--- src/hw/rtl/mspt_pkg.sv ---
// ----------------------------------------------------------------------------
// mspt_pkg
// Shared types and constants for the step position tracker.
// ----------------------------------------------------------------------------
package mspt_pkg;

  localparam int FIELD_W = 24;
  localparam int REG_W   = 12;
  localparam int MASK_W  = 4;

  typedef enum logic [1:0] {
    KIND_ABS_SET  = 2'd0,
    KIND_REL_MOVE = 2'd1,
    KIND_SCAN     = 2'd2,
    KIND_PULSE    = 2'd3
  } kind_t;

  // Axis indexes
  localparam int AX_X = 1;
  localparam int AX_Y = 2;
  localparam int AX_Z = 3;

  // Register indexes
  localparam logic [1:0] CFG_X_BACKLASH = 2'd0;
  localparam logic [1:0] CFG_Y_BACKLASH = 2'd1;
  localparam logic [1:0] CFG_Y_DEADBAND = 2'd2;

  localparam logic [REG_W-1:0] X_BACKLASH_RST = 12'd81;
  localparam logic [REG_W-1:0] Y_BACKLASH_RST = 12'd84;
  localparam logic [REG_W-1:0] Y_DEADBAND_RST = 12'd200;

  typedef struct packed {
    logic [REG_W-1:0] x_backlash;
    logic [REG_W-1:0] y_backlash;
    logic [REG_W-1:0] y_deadband;
  } cfg_t;

  typedef struct packed {
    kind_t                     kind;
    logic [1:0]                axis_sel;
    logic signed [FIELD_W-1:0] delta_steps;
    logic signed [FIELD_W-1:0] x_target;
    logic signed [FIELD_W-1:0] y_target;
    logic signed [FIELD_W-1:0] z_target;
  } item_t;

  typedef struct packed {
    logic [MASK_W-1:0]         enable_mask;
    logic [MASK_W-1:0]         direction_mask;
    logic signed [FIELD_W-1:0] axis_position;
    logic                      axis_at_target;
  } res_t;

endpackage

--- src/hw/rtl/multi_axis_step_position_tracker.sv ---
// ----------------------------------------------------------------------------
// multi_axis_step_position_tracker
// Target and actual step counts per axis, with backlash compensation.
// ----------------------------------------------------------------------------
// Command words come in on the in_ channel (in_valid / in_stall), one result
// word per command leaves on the out_ channel (out_valid / out_stall). A word
// moves at an edge with valid high and stall low.
// Kinds: absolute set of X/Y/Z with backlash fix-up on X (no deadband) and
// Y (deadband), relative move of one target, scan of all axes, pulse event.
// Flow: a command taken lands in the input register; the axis state and
// result register update together when it is processed, once the result
// register is free. Throughput: one command per cycle while the receiver
// does not stall, set by the update of the per-axis count registers.
// When the receiver stalls, the result holds in the output register and one
// further command can still be taken into the input register; in_stall rises
// only once both registers are full.
// Backlash and deadband registers are written through cfg_we / cfg_index /
// cfg_data, by the user only while idle (unenforced); unmapped indexes drop.
// Reset (rst, synchronous): counts zero, all drivers off, pull direction,
// backlash 81 / 84 and deadband 200 steps, both channels empty.
// ----------------------------------------------------------------------------
module multi_axis_step_position_tracker #(
  parameter int AXES          = 4,
  parameter int POSITION_BITS = 24
) (
  input  logic                                clk,
  input  logic                                rst,
  // command channel
  input  logic                                in_valid,
  output logic                                in_stall,
  input  logic [1:0]                          kind,
  input  logic [1:0]                          axis_sel,
  input  logic signed [mspt_pkg::FIELD_W-1:0] delta_steps,
  input  logic signed [mspt_pkg::FIELD_W-1:0] x_target,
  input  logic signed [mspt_pkg::FIELD_W-1:0] y_target,
  input  logic signed [mspt_pkg::FIELD_W-1:0] z_target,
  // result channel
  output logic                                out_valid,
  input  logic                                out_stall,
  output logic [mspt_pkg::MASK_W-1:0]         enable_mask,
  output logic [mspt_pkg::MASK_W-1:0]         direction_mask,
  output logic signed [mspt_pkg::FIELD_W-1:0] axis_position,
  output logic                                axis_at_target,
  // configuration
  input  logic                                cfg_we,
  input  logic [1:0]                          cfg_index,
  input  logic [mspt_pkg::REG_W-1:0]          cfg_data
);

  // Bits of the reported masks that can belong to a real axis
  localparam logic [7:0] LIVE_MASK = 8'((16'd1 << AXES) - 16'd1);

  mspt_pkg::cfg_t  cfg;
  mspt_pkg::item_t item;
  mspt_pkg::res_t  res_next;
  logic            in_full;
  logic            advance;

  // per-axis state
  logic [AXES-1:0][POSITION_BITS-1:0] target;
  logic [AXES-1:0][POSITION_BITS-1:0] actual;
  logic [AXES-1:0]                    enabled;
  logic [AXES-1:0]                    direction;
  logic [AXES-1:0][POSITION_BITS-1:0] target_next;
  logic [AXES-1:0][POSITION_BITS-1:0] actual_next;
  logic [AXES-1:0]                    enabled_next;
  logic [AXES-1:0]                    direction_next;

  mspt_cfg u_cfg (
    .clk       (clk),
    .rst       (rst),
    .cfg_we    (cfg_we),
    .cfg_index (cfg_index),
    .cfg_data  (cfg_data),
    .cfg       (cfg)
  );

  // The held command is processed as soon as the result register is free.
  assign advance  = in_full && (!out_valid || !out_stall);
  assign in_stall = in_full && !advance;

  // input register
  always_ff @(posedge clk) begin
    if (rst) begin
      in_full <= 1'b0;
    end else if (!in_stall) begin
      in_full <= in_valid;
    end
  end

  always_ff @(posedge clk) begin
    if (in_valid && !in_stall) begin
      item.kind        <= mspt_pkg::kind_t'(kind);
      item.axis_sel    <= axis_sel;
      item.delta_steps <= delta_steps;
      item.x_target    <= x_target;
      item.y_target    <= y_target;
      item.z_target    <= z_target;
    end
  end

  mspt_axis_update #(
    .AXES          (AXES),
    .POSITION_BITS (POSITION_BITS)
  ) u_update (
    .item           (item),
    .cfg            (cfg),
    .target         (target),
    .actual         (actual),
    .enabled        (enabled),
    .direction      (direction),
    .target_next    (target_next),
    .actual_next    (actual_next),
    .enabled_next   (enabled_next),
    .direction_next (direction_next),
    .res            (res_next)
  );

  // axis state commits together with the result
  always_ff @(posedge clk) begin
    if (rst) begin
      target    <= '0;
      actual    <= '0;
      enabled   <= '0;
      direction <= '0;
    end else if (advance) begin
      target    <= target_next;
      actual    <= actual_next;
      enabled   <= enabled_next;
      direction <= direction_next;
    end
  end

  // output register
  always_ff @(posedge clk) begin
    if (rst) begin
      out_valid <= 1'b0;
    end else if (advance) begin
      out_valid <= 1'b1;
    end else if (!out_stall) begin
      out_valid <= 1'b0;
    end
  end

  always_ff @(posedge clk) begin
    if (advance) begin
      enable_mask    <= res_next.enable_mask;
      direction_mask <= res_next.direction_mask;
      axis_position  <= res_next.axis_position;
      axis_at_target <= res_next.axis_at_target;
    end
  end

  // --------------------------------------------------------------------------
  // assertions
  // --------------------------------------------------------------------------
  a_stall_only_when_full: assert property (@(posedge clk) disable iff (rst)
    in_stall |-> (in_full && out_valid && out_stall))
    else $error("input stalled with room downstream");

  a_result_follows_advance: assert property (@(posedge clk) disable iff (rst)
    advance |=> out_valid)
    else $error("processed command gave no result");

  a_state_holds_when_idle: assert property (@(posedge clk) disable iff (rst)
    !advance |=> ($stable(actual) && $stable(target) && $stable(enabled)))
    else $error("axis state changed without a command");

  a_no_ghost_axes: assert property (@(posedge clk) disable iff (rst)
    out_valid |-> (((enable_mask | direction_mask) & ~LIVE_MASK[3:0]) == 4'd0))
    else $error("mask bit set for a missing axis");

endmodule

--- src/hw/rtl/mspt_cfg.sv ---
// ----------------------------------------------------------------------------
// mspt_cfg
// Backlash and deadband register file with a plain write port.
// ----------------------------------------------------------------------------
module mspt_cfg (
  input  logic                       clk,
  input  logic                       rst,
  input  logic                       cfg_we,
  input  logic [1:0]                 cfg_index,
  input  logic [mspt_pkg::REG_W-1:0] cfg_data,
  output mspt_pkg::cfg_t             cfg
);

  always_ff @(posedge clk) begin
    if (rst) begin
      cfg.x_backlash <= mspt_pkg::X_BACKLASH_RST;
      cfg.y_backlash <= mspt_pkg::Y_BACKLASH_RST;
      cfg.y_deadband <= mspt_pkg::Y_DEADBAND_RST;
    end else if (cfg_we) begin
      case (cfg_index)
        mspt_pkg::CFG_X_BACKLASH: cfg.x_backlash <= cfg_data;
        mspt_pkg::CFG_Y_BACKLASH: cfg.y_backlash <= cfg_data;
        mspt_pkg::CFG_Y_DEADBAND: cfg.y_deadband <= cfg_data;
        default: ;  // unmapped index, write dropped
      endcase
    end
  end

endmodule

--- src/hw/rtl/mspt_axis_update.sv ---
// ----------------------------------------------------------------------------
// mspt_axis_update
// Next-state and result logic for one command word over all axes.
// ----------------------------------------------------------------------------
module mspt_axis_update #(
  parameter int AXES          = 4,
  parameter int POSITION_BITS = 24
) (
  input  mspt_pkg::item_t                        item,
  input  mspt_pkg::cfg_t                         cfg,
  input  logic [AXES-1:0][POSITION_BITS-1:0]     target,
  input  logic [AXES-1:0][POSITION_BITS-1:0]     actual,
  input  logic [AXES-1:0]                        enabled,
  input  logic [AXES-1:0]                        direction,
  output logic [AXES-1:0][POSITION_BITS-1:0]     target_next,
  output logic [AXES-1:0][POSITION_BITS-1:0]     actual_next,
  output logic [AXES-1:0]                        enabled_next,
  output logic [AXES-1:0]                        direction_next,
  output mspt_pkg::res_t                         res
);

  localparam int PB = POSITION_BITS;
  localparam int EW = ((PB > mspt_pkg::FIELD_W) ? PB : mspt_pkg::FIELD_W) + 2;
  localparam logic signed [EW-1:0] PMAX = EW'((64'sd1 <<< (PB - 1)) - 64'sd1);
  localparam logic signed [EW-1:0] PMIN = -PMAX - EW'(1);

  function automatic logic [PB-1:0] clamp(input logic signed [EW-1:0] v);
    if (v > PMAX) return PMAX[PB-1:0];
    if (v < PMIN) return PMIN[PB-1:0];
    return v[PB-1:0];
  endfunction

  logic [7:0] en_pad;
  logic [7:0] dir_pad;

  always_comb begin
    logic signed [EW-1:0] a;
    logic signed [EW-1:0] t;
    logic signed [EW-1:0] bx;
    logic signed [EW-1:0] by;
    logic signed [EW-1:0] d;
    logic                 sel;
    bx = signed'(EW'(cfg.x_backlash));
    by = signed'(EW'(cfg.y_backlash));
    d  = signed'(EW'(cfg.y_deadband));
    target_next    = target;
    actual_next    = actual;
    enabled_next   = enabled;
    direction_next = direction;
    for (int i = 0; i < AXES; i++) begin
      sel = (int'(item.axis_sel) == i);
      a = EW'(signed'(actual[i]));
      t = EW'(signed'(target[i]));
      case (item.kind)
        mspt_pkg::KIND_ABS_SET: begin
          if (i == mspt_pkg::AX_X) begin
            t = EW'(signed'(clamp(EW'(item.x_target))));
            target_next[i] = t[PB-1:0];
            if (a < t) actual_next[i] = clamp(a - bx);
            else if (a > t) actual_next[i] = clamp(a + bx);
          end else if (i == mspt_pkg::AX_Y) begin
            t = EW'(signed'(clamp(EW'(item.y_target))));
            target_next[i] = t[PB-1:0];
            if (a + d < t) actual_next[i] = clamp(a - by);
            else if (a - d > t) actual_next[i] = clamp(a + by);
          end else if (i == mspt_pkg::AX_Z) begin
            target_next[i] = clamp(EW'(item.z_target));
          end
        end
        mspt_pkg::KIND_REL_MOVE: begin
          if (sel) target_next[i] = clamp(t + EW'(item.delta_steps));
        end
        mspt_pkg::KIND_SCAN: begin
          if (a != t) begin
            direction_next[i] = (a < t);
            enabled_next[i]   = 1'b1;
          end
        end
        mspt_pkg::KIND_PULSE: begin
          if (sel && enabled[i]) begin
            if (a == t) enabled_next[i] = 1'b0;
            else if (a < t) actual_next[i] = actual[i] + PB'(1);
            else actual_next[i] = actual[i] - PB'(1);
          end
        end
        default: ;
      endcase
    end
  end

  always_comb begin
    en_pad  = 8'(enabled_next);
    dir_pad = 8'(direction_next);
    res.enable_mask    = en_pad[mspt_pkg::MASK_W-1:0];
    res.direction_mask = dir_pad[mspt_pkg::MASK_W-1:0];
    res.axis_position  = '0;
    res.axis_at_target = 1'b0;
    for (int i = 0; i < AXES; i++) begin
      if (int'(item.axis_sel) == i) begin
        res.axis_position  = mspt_pkg::FIELD_W'(signed'(actual_next[i]));
        res.axis_at_target = (actual_next[i] == target_next[i]);
      end
    end
  end

endmodule

--- config.mk ---
export PLATFORM = sky130hd
export DESIGN_NAME = multi_axis_step_position_tracker
export DESIGN_NICKNAME = d
export VERILOG_FILES = /design/src/hw/rtl/mspt_pkg.sv /design/src/hw/rtl/multi_axis_step_position_tracker.sv /design/src/hw/rtl/mspt_cfg.sv /design/src/hw/rtl/mspt_axis_update.sv
export SDC_FILE = /design/constraint.sdc
export NUM_CORES = 2
export LEC_CHECK = 0
export BUFFER_PORTS_ARGS = -buffer_cell sky130_fd_sc_hd__buf_2
export CELL_PAD_IN_SITES_DETAIL_PLACEMENT = 0
export CELL_PAD_IN_SITES_GLOBAL_PLACEMENT = 1
export CORE_MARGIN = 2
export CORE_UTILIZATION = 30
export CTS_BUF_LIST = sky130_fd_sc_hd__clkbuf_4
export CTS_CLUSTER_SIZE = 20
export DETAILED_ROUTE_END_ITERATION = 12
export GPL_TIMING_DRIVEN = 1
export HOLD_SLACK_MARGIN = 0.06
export PLACE_DENSITY_LB_ADDON = 0.3
export SLEW_MARGIN = 20
export SYNTH_ARGS = -nofsm -noshare
export SYNTH_HDL_FRONTEND = slang
export SYNTH_SLANG_ARGS = --single-unit
--- constraint.sdc ---
create_clock -name clk -period 14 [get_ports clk]
set_clock_uncertainty 0.05 [all_clocks]
set_input_delay 2.8 -clock clk [delete_from_list [all_inputs] [get_ports clk]]
set_output_delay 2.8 -clock clk [all_outputs]
set_load 0.005 [all_outputs]
Word-level counts from Yosys, hierarchy flattened --
Cells that the tools add are included.
Operators by class: add/sub/neg operators 18, $lt $le $gt $ge 30, equality and inequality tests 21, muxes and demuxes 179, reduce and logical (&&, ||, !) cells 18
Operator list (count):
- 2-to-1 mux 24 bit | 69
- one-hot mux 24 bit (2 select lines) | 5
- greater-than comparator 26 x 24 -> 1 bit, second input constant | 8
- less-than comparator 26 x 24 -> 1 bit, second input constant | 8
- equality test 24 bit | 8
- less-than comparator 24 bit | 5
- adder 24 x 24 -> 25 bit | 4
- 2-to-1 mux 25 bit | 4
- 2-to-1 mux 1 bit | 97
- adder 24 x 1 -> 24 bit, second input constant | 4
- inequality test 24 bit | 4
- subtractor 24 x 1 -> 24 bit, second input constant | 4
- adder 24 x 13 -> 25 bit | 3
- subtractor 24 x 13 -> 25 bit | 3
- greater-than comparator 24 bit, second input constant | 3
- less-than comparator 24 bit, second input constant | 3
- greater-than comparator 25 x 24 -> 1 bit | 1
- less-than comparator 25 x 24 -> 1 bit | 1
- greater-than comparator 24 bit | 1
- equality test 2 bit, second input constant | 5
- one-hot mux 1 bit (2 select lines) | 4
- logical AND 1 bit | 7
- equality test 2 x 1 -> 1 bit, second input constant | 3
- zero test 2 bit | 3
- 4 further kinds | 9
Word-level totals: register bits 371, input port bits 119, output and inout bits 35, word-level logic and storage cells 291

Longest topological paths before layout --
depth in word-level cells 25, mapped depth 35, depth with buffers taken out 32

Cells and area by module --
Synthesis repeated with hierarchy kept, for this count alone.
Second synthesis, totals: cell total of the unflattened synthesis 4833, area total of the unflattened synthesis 39391.5 um2
Modules (own cells, without submodules):
- mspt_axis_update | times used 1, cells each 3683, area each 24722.5 um2, seq. area each 0.0 um2
- multi_axis_step_position_tracker | times used 1, cells each 1010, area each 13193.9 um2, seq. area each 8037.7 um2
- mspt_cfg | times used 1, cells each 140, area each 1475.2 um2, seq. area each 720.7 um2

Least setup slack after synthesis --
OpenSTA, ideal clock, no wires.
path type input port to flip-flop, from input port out_stall, to register, netlist name item[0], data arrival time 7450 ps, required time 13379 ps, setup slack 5928 ps, cell stages on the path 2, buffers on the path 0, path through and3_1 > nor2b_1
On the way: word-level cells in the longest chain between the ends 7
RTL lines:
- start, declared | RTL line multi_axis_step_position_tracker.sv:39 | input logic out_stall,
- zero test 1 bit
- logical OR 1 bit | RTL line multi_axis_step_position_tracker.sv:79 | assign advance = in_full && (!out_valid || !out_stall);
- logical AND 1 bit | RTL line multi_axis_step_position_tracker.sv:79
- zero test 1 bit | RTL line multi_axis_step_position_tracker.sv:80 | assign in_stall = in_full && !advance;
- logical AND 1 bit | RTL line multi_axis_step_position_tracker.sv:80
- zero test 1 bit | RTL line multi_axis_step_position_tracker.sv:92 | if (in_valid && !in_stall) begin
- logical AND 1 bit | RTL line multi_axis_step_position_tracker.sv:92
Every way passes these cells. A chain may end at the register's enable or synchronous reset.

==> summary.txt <==
Yosys top cell area share -> 12.53%
CP Capture Type -> register
Post-synth EDFFs -> 133
Worst Tran Pin Value -> 1.144 ns
Seq/Total Area, Yosys -> 23.04%
DR vias/cell -> 5.904
Largest family of logic cells by synthesized area -> compound AO/OA/AOI/OAI gates
WL/cell -> 25.68 um
Synth warn -> 0
Asr flop ratio synth -> 0%
Tcrit/Tclk final -> 56.09%
Dpl ws -> 6.215 ns
PD cells -> 96.09 nW/um2
Share of cells above drive strength 1 -> 11.49%
Status -> finished clean
Fin crit period -> 7.853 ns
Core Area -> 125700 um2
Largest net degree at the start of global routing -> 142
Initial Util -> 30.23%
Number of synthesized register bits -> 371
Antenna violations before repair -> 13
Sink Count -> 371
Slew margin rel. -> 23.22%
Gr usage total -> 25.91%
# IOs -> 154
Most common cell in the synthesized netlist -> nor2_1
Overall power of the completed layout -> 0.004045 W
Post-Syn Area -> 38010 um2
Vias in the first global route -> 37080
Initial drt markers -> 4617
Fmax -> 127.3 MHz
Multiplexer share of the synthesized area -> 2.327%
Sum Neg Setup Slack -> 0 ns
WP data required -> 14.92 ns
Final HPWL DP -> 133700 um
Worst endpoint data arrival time -> 8.77 ns
DRC -> 0
Post_cts resized -> 0
Clock slew seen by the registers of the worst setup and hold paths -> 0.07 ns
Final setup viols -> 0
Synth cell types -> 126
Worst ir drop on vdd -> 0.07966 mV
Setup crit start kind -> register
DRT Wirelength -> 174100 um
Largest stage delay, worst path -> 0.70 ns
Most instantiated cells after synthesis -> nor2_1, nand2_1, a21oi_1
CTS Buf Count -> 117
Max Cap Violations -> 0
Post-synthesis compound-gate area fraction -> 27.10%
Chip Height -> 360.0 um
H-tree levels -> 3
Synth Area per Inst -> 7.719 um2
Clk_lat worst skew -> 1.11 ns
Routability congestion estimate -> 0.9592
Final ANT Viol Nets -> 0
RSZ-0062 raised after global routing -> no
Share of synthesized cell area in and, or, nand and nor gates -> 22.00%
Die X -> 360.0 um
TritonCTS clock tree -> built
Inst Count DP -> 6556
Most used DFF post-synth -> dfxtp_1
Gr ovfl total -> 0
Die area -> 129600 um2
Nets -> 5521
Slowest stage cell, crit path -> dfxtp_1
Worst setup margin -> 6.147 ns
XOR/XNOR Fraction of Synth Area -> 6.817%
CTS Buffer Depth -> 3
# hold bufs at CTS -> 0
PortBufs -> 153
Post-CTS Setup Bufs -> 0
Post-Syn Instances -> 4924
Max FO, Critical Path -> 17
WS Path Type -> register to register
Max-slew violations -> 0
P_leak -> 16.70 nW
Root Driver -> clkbuf_4
Num rows -> 130
HP Class -> register to register
Post-Synth Adder-Cell Area -> 12.88%
Main area contributors after synthesis -> dfxtp_1, ha_1, edfxtp_1
Vias -> 40040
Synth area leader -> dfxtp_1
Final Hold Fails -> 0
Non-Filler Instances -> 6781
TritonRoute pass-1 iters -> 6
Global-route wire length before repair -> 253300 um
Area Overhead vs Synth -> 10.76%
Syn Nets -> 5420
worst max-delay path, delay by kind of cell (launching register included):
family	cells	cell delay (ns)
DFF	1	0.70
and+or+nand+nor	10	2.33
AOI/OAI and AO/OA	15	3.36
buffers and inverters	1	0.21
xor gates and xnor gates	2	0.43
adders and majority gates	2	0.70
state kept, by name, indices dropped and copies added (netlist names), 4 cells and up:
| name | flops |
|---|---|
| actual | 96 |
| axis_position | 24 |
| direction | 4 |
| direction_mask | 4 |
| enable_mask | 4 |
| enabled | 4 |
| item | 100 |
| target | 96 |
| u_cfg.cfg | 36 |
cell usage in the layout (no fill, tap or decap), types with 79 or more instances in the layout:
cell,netlist,layout
dfxtp_1,238,238
xor2_1,93,93
clkbuf_4,0,174
xnor2_1,201,201
edfxtp_1,133,133
nor2_1,476,475
buf_2,25,152
a21oi_1,418,418
inv_1,288,287
buf_4,5,102
nand3_1,122,122
nand2_1,457,456
a211oi_1,191,191
nor3_1,154,153
nand4_1,79,79
o21ai_0,243,243
ha_1,366,364
routing by layer:
| layer | vias up | global-route usage [%] | wire length (um) |
|---|---|---|---|
| li1 | 18580 | - | - |
| met1 | 19290 | 35.91 | 77250 |
| met2 | 1837 | 39.44 | 74250 |
| met3 | 325 | 5.387 | 15730 |
| met4 | 8 | 9.326 | 6824 |
| met5 | - | 0 | 63 |
where the power goes:
part           total [W]  leakage, nW  switching [W]  internal (W)
sequential       0.00129         3.25       0.000104       0.00118
clock            0.00117        0.910       0.000595      0.000575
combinational    0.00159         12.5        0.00103      0.000562
total            0.00405         16.7        0.00173       0.00232
final cells by class:
cell class / count / area [um2]
clock buffers: 174 / 1306
repair buffers: 255 / 1540
inverters: 293 / 1107
clock inverters: 44 / 220.2
flip-flops and latches: 371 / 8758
well taps: 1650 / 2064
fillers: 13560 / 83630
multi-input cells: 3987 / 27090
diodes: 7 / 17.52
stage by stage:
step	utilization [%]	hold WS (ns)	area, um2
4_1_cts	33.47	0.4129	42080
3_5_place_dp	32.26	0.4034	40560
6_report	33.48	0.4101	42100
5_1_grt	33.48	0.4326	42100
2_1_floorplan	-	0.3861	38010
3_3_place_gp	32.26	0.3942	40560
logic make-up (layout without fill, tap and decap cells):
kind of cell	Yosys count	count (layout)
flip-flops	371	371
XOR/XNOR	295	295
multiplexers	67	67
AO/OA/AOI/OAI	1522	1522
AND/OR/NAND/NOR	1717	1717
adder cells (fa/ha/maj)	386	386
other	0	7
buffers and inverters	566	766
worst paths after layout:
check,endpoint,startpoint,slack [ns],cells after the start
setup / recovery,axis_at_target$_DFFE_PP_,actual[50]$_SDFFE_PP0P_,6.15,30
hold / removal,direction[2]$_SDFFE_PP0P_,direction[2]$_SDFFE_PP0P_,0.41,2
setup reg to reg,axis_at_target$_DFFE_PP_,actual[50]$_SDFFE_PP0P_,6.15,30
hold reg to reg,direction[2]$_SDFFE_PP0P_,direction[2]$_SDFFE_PP0P_,0.41,2
(Power assumes the default switching activity.)
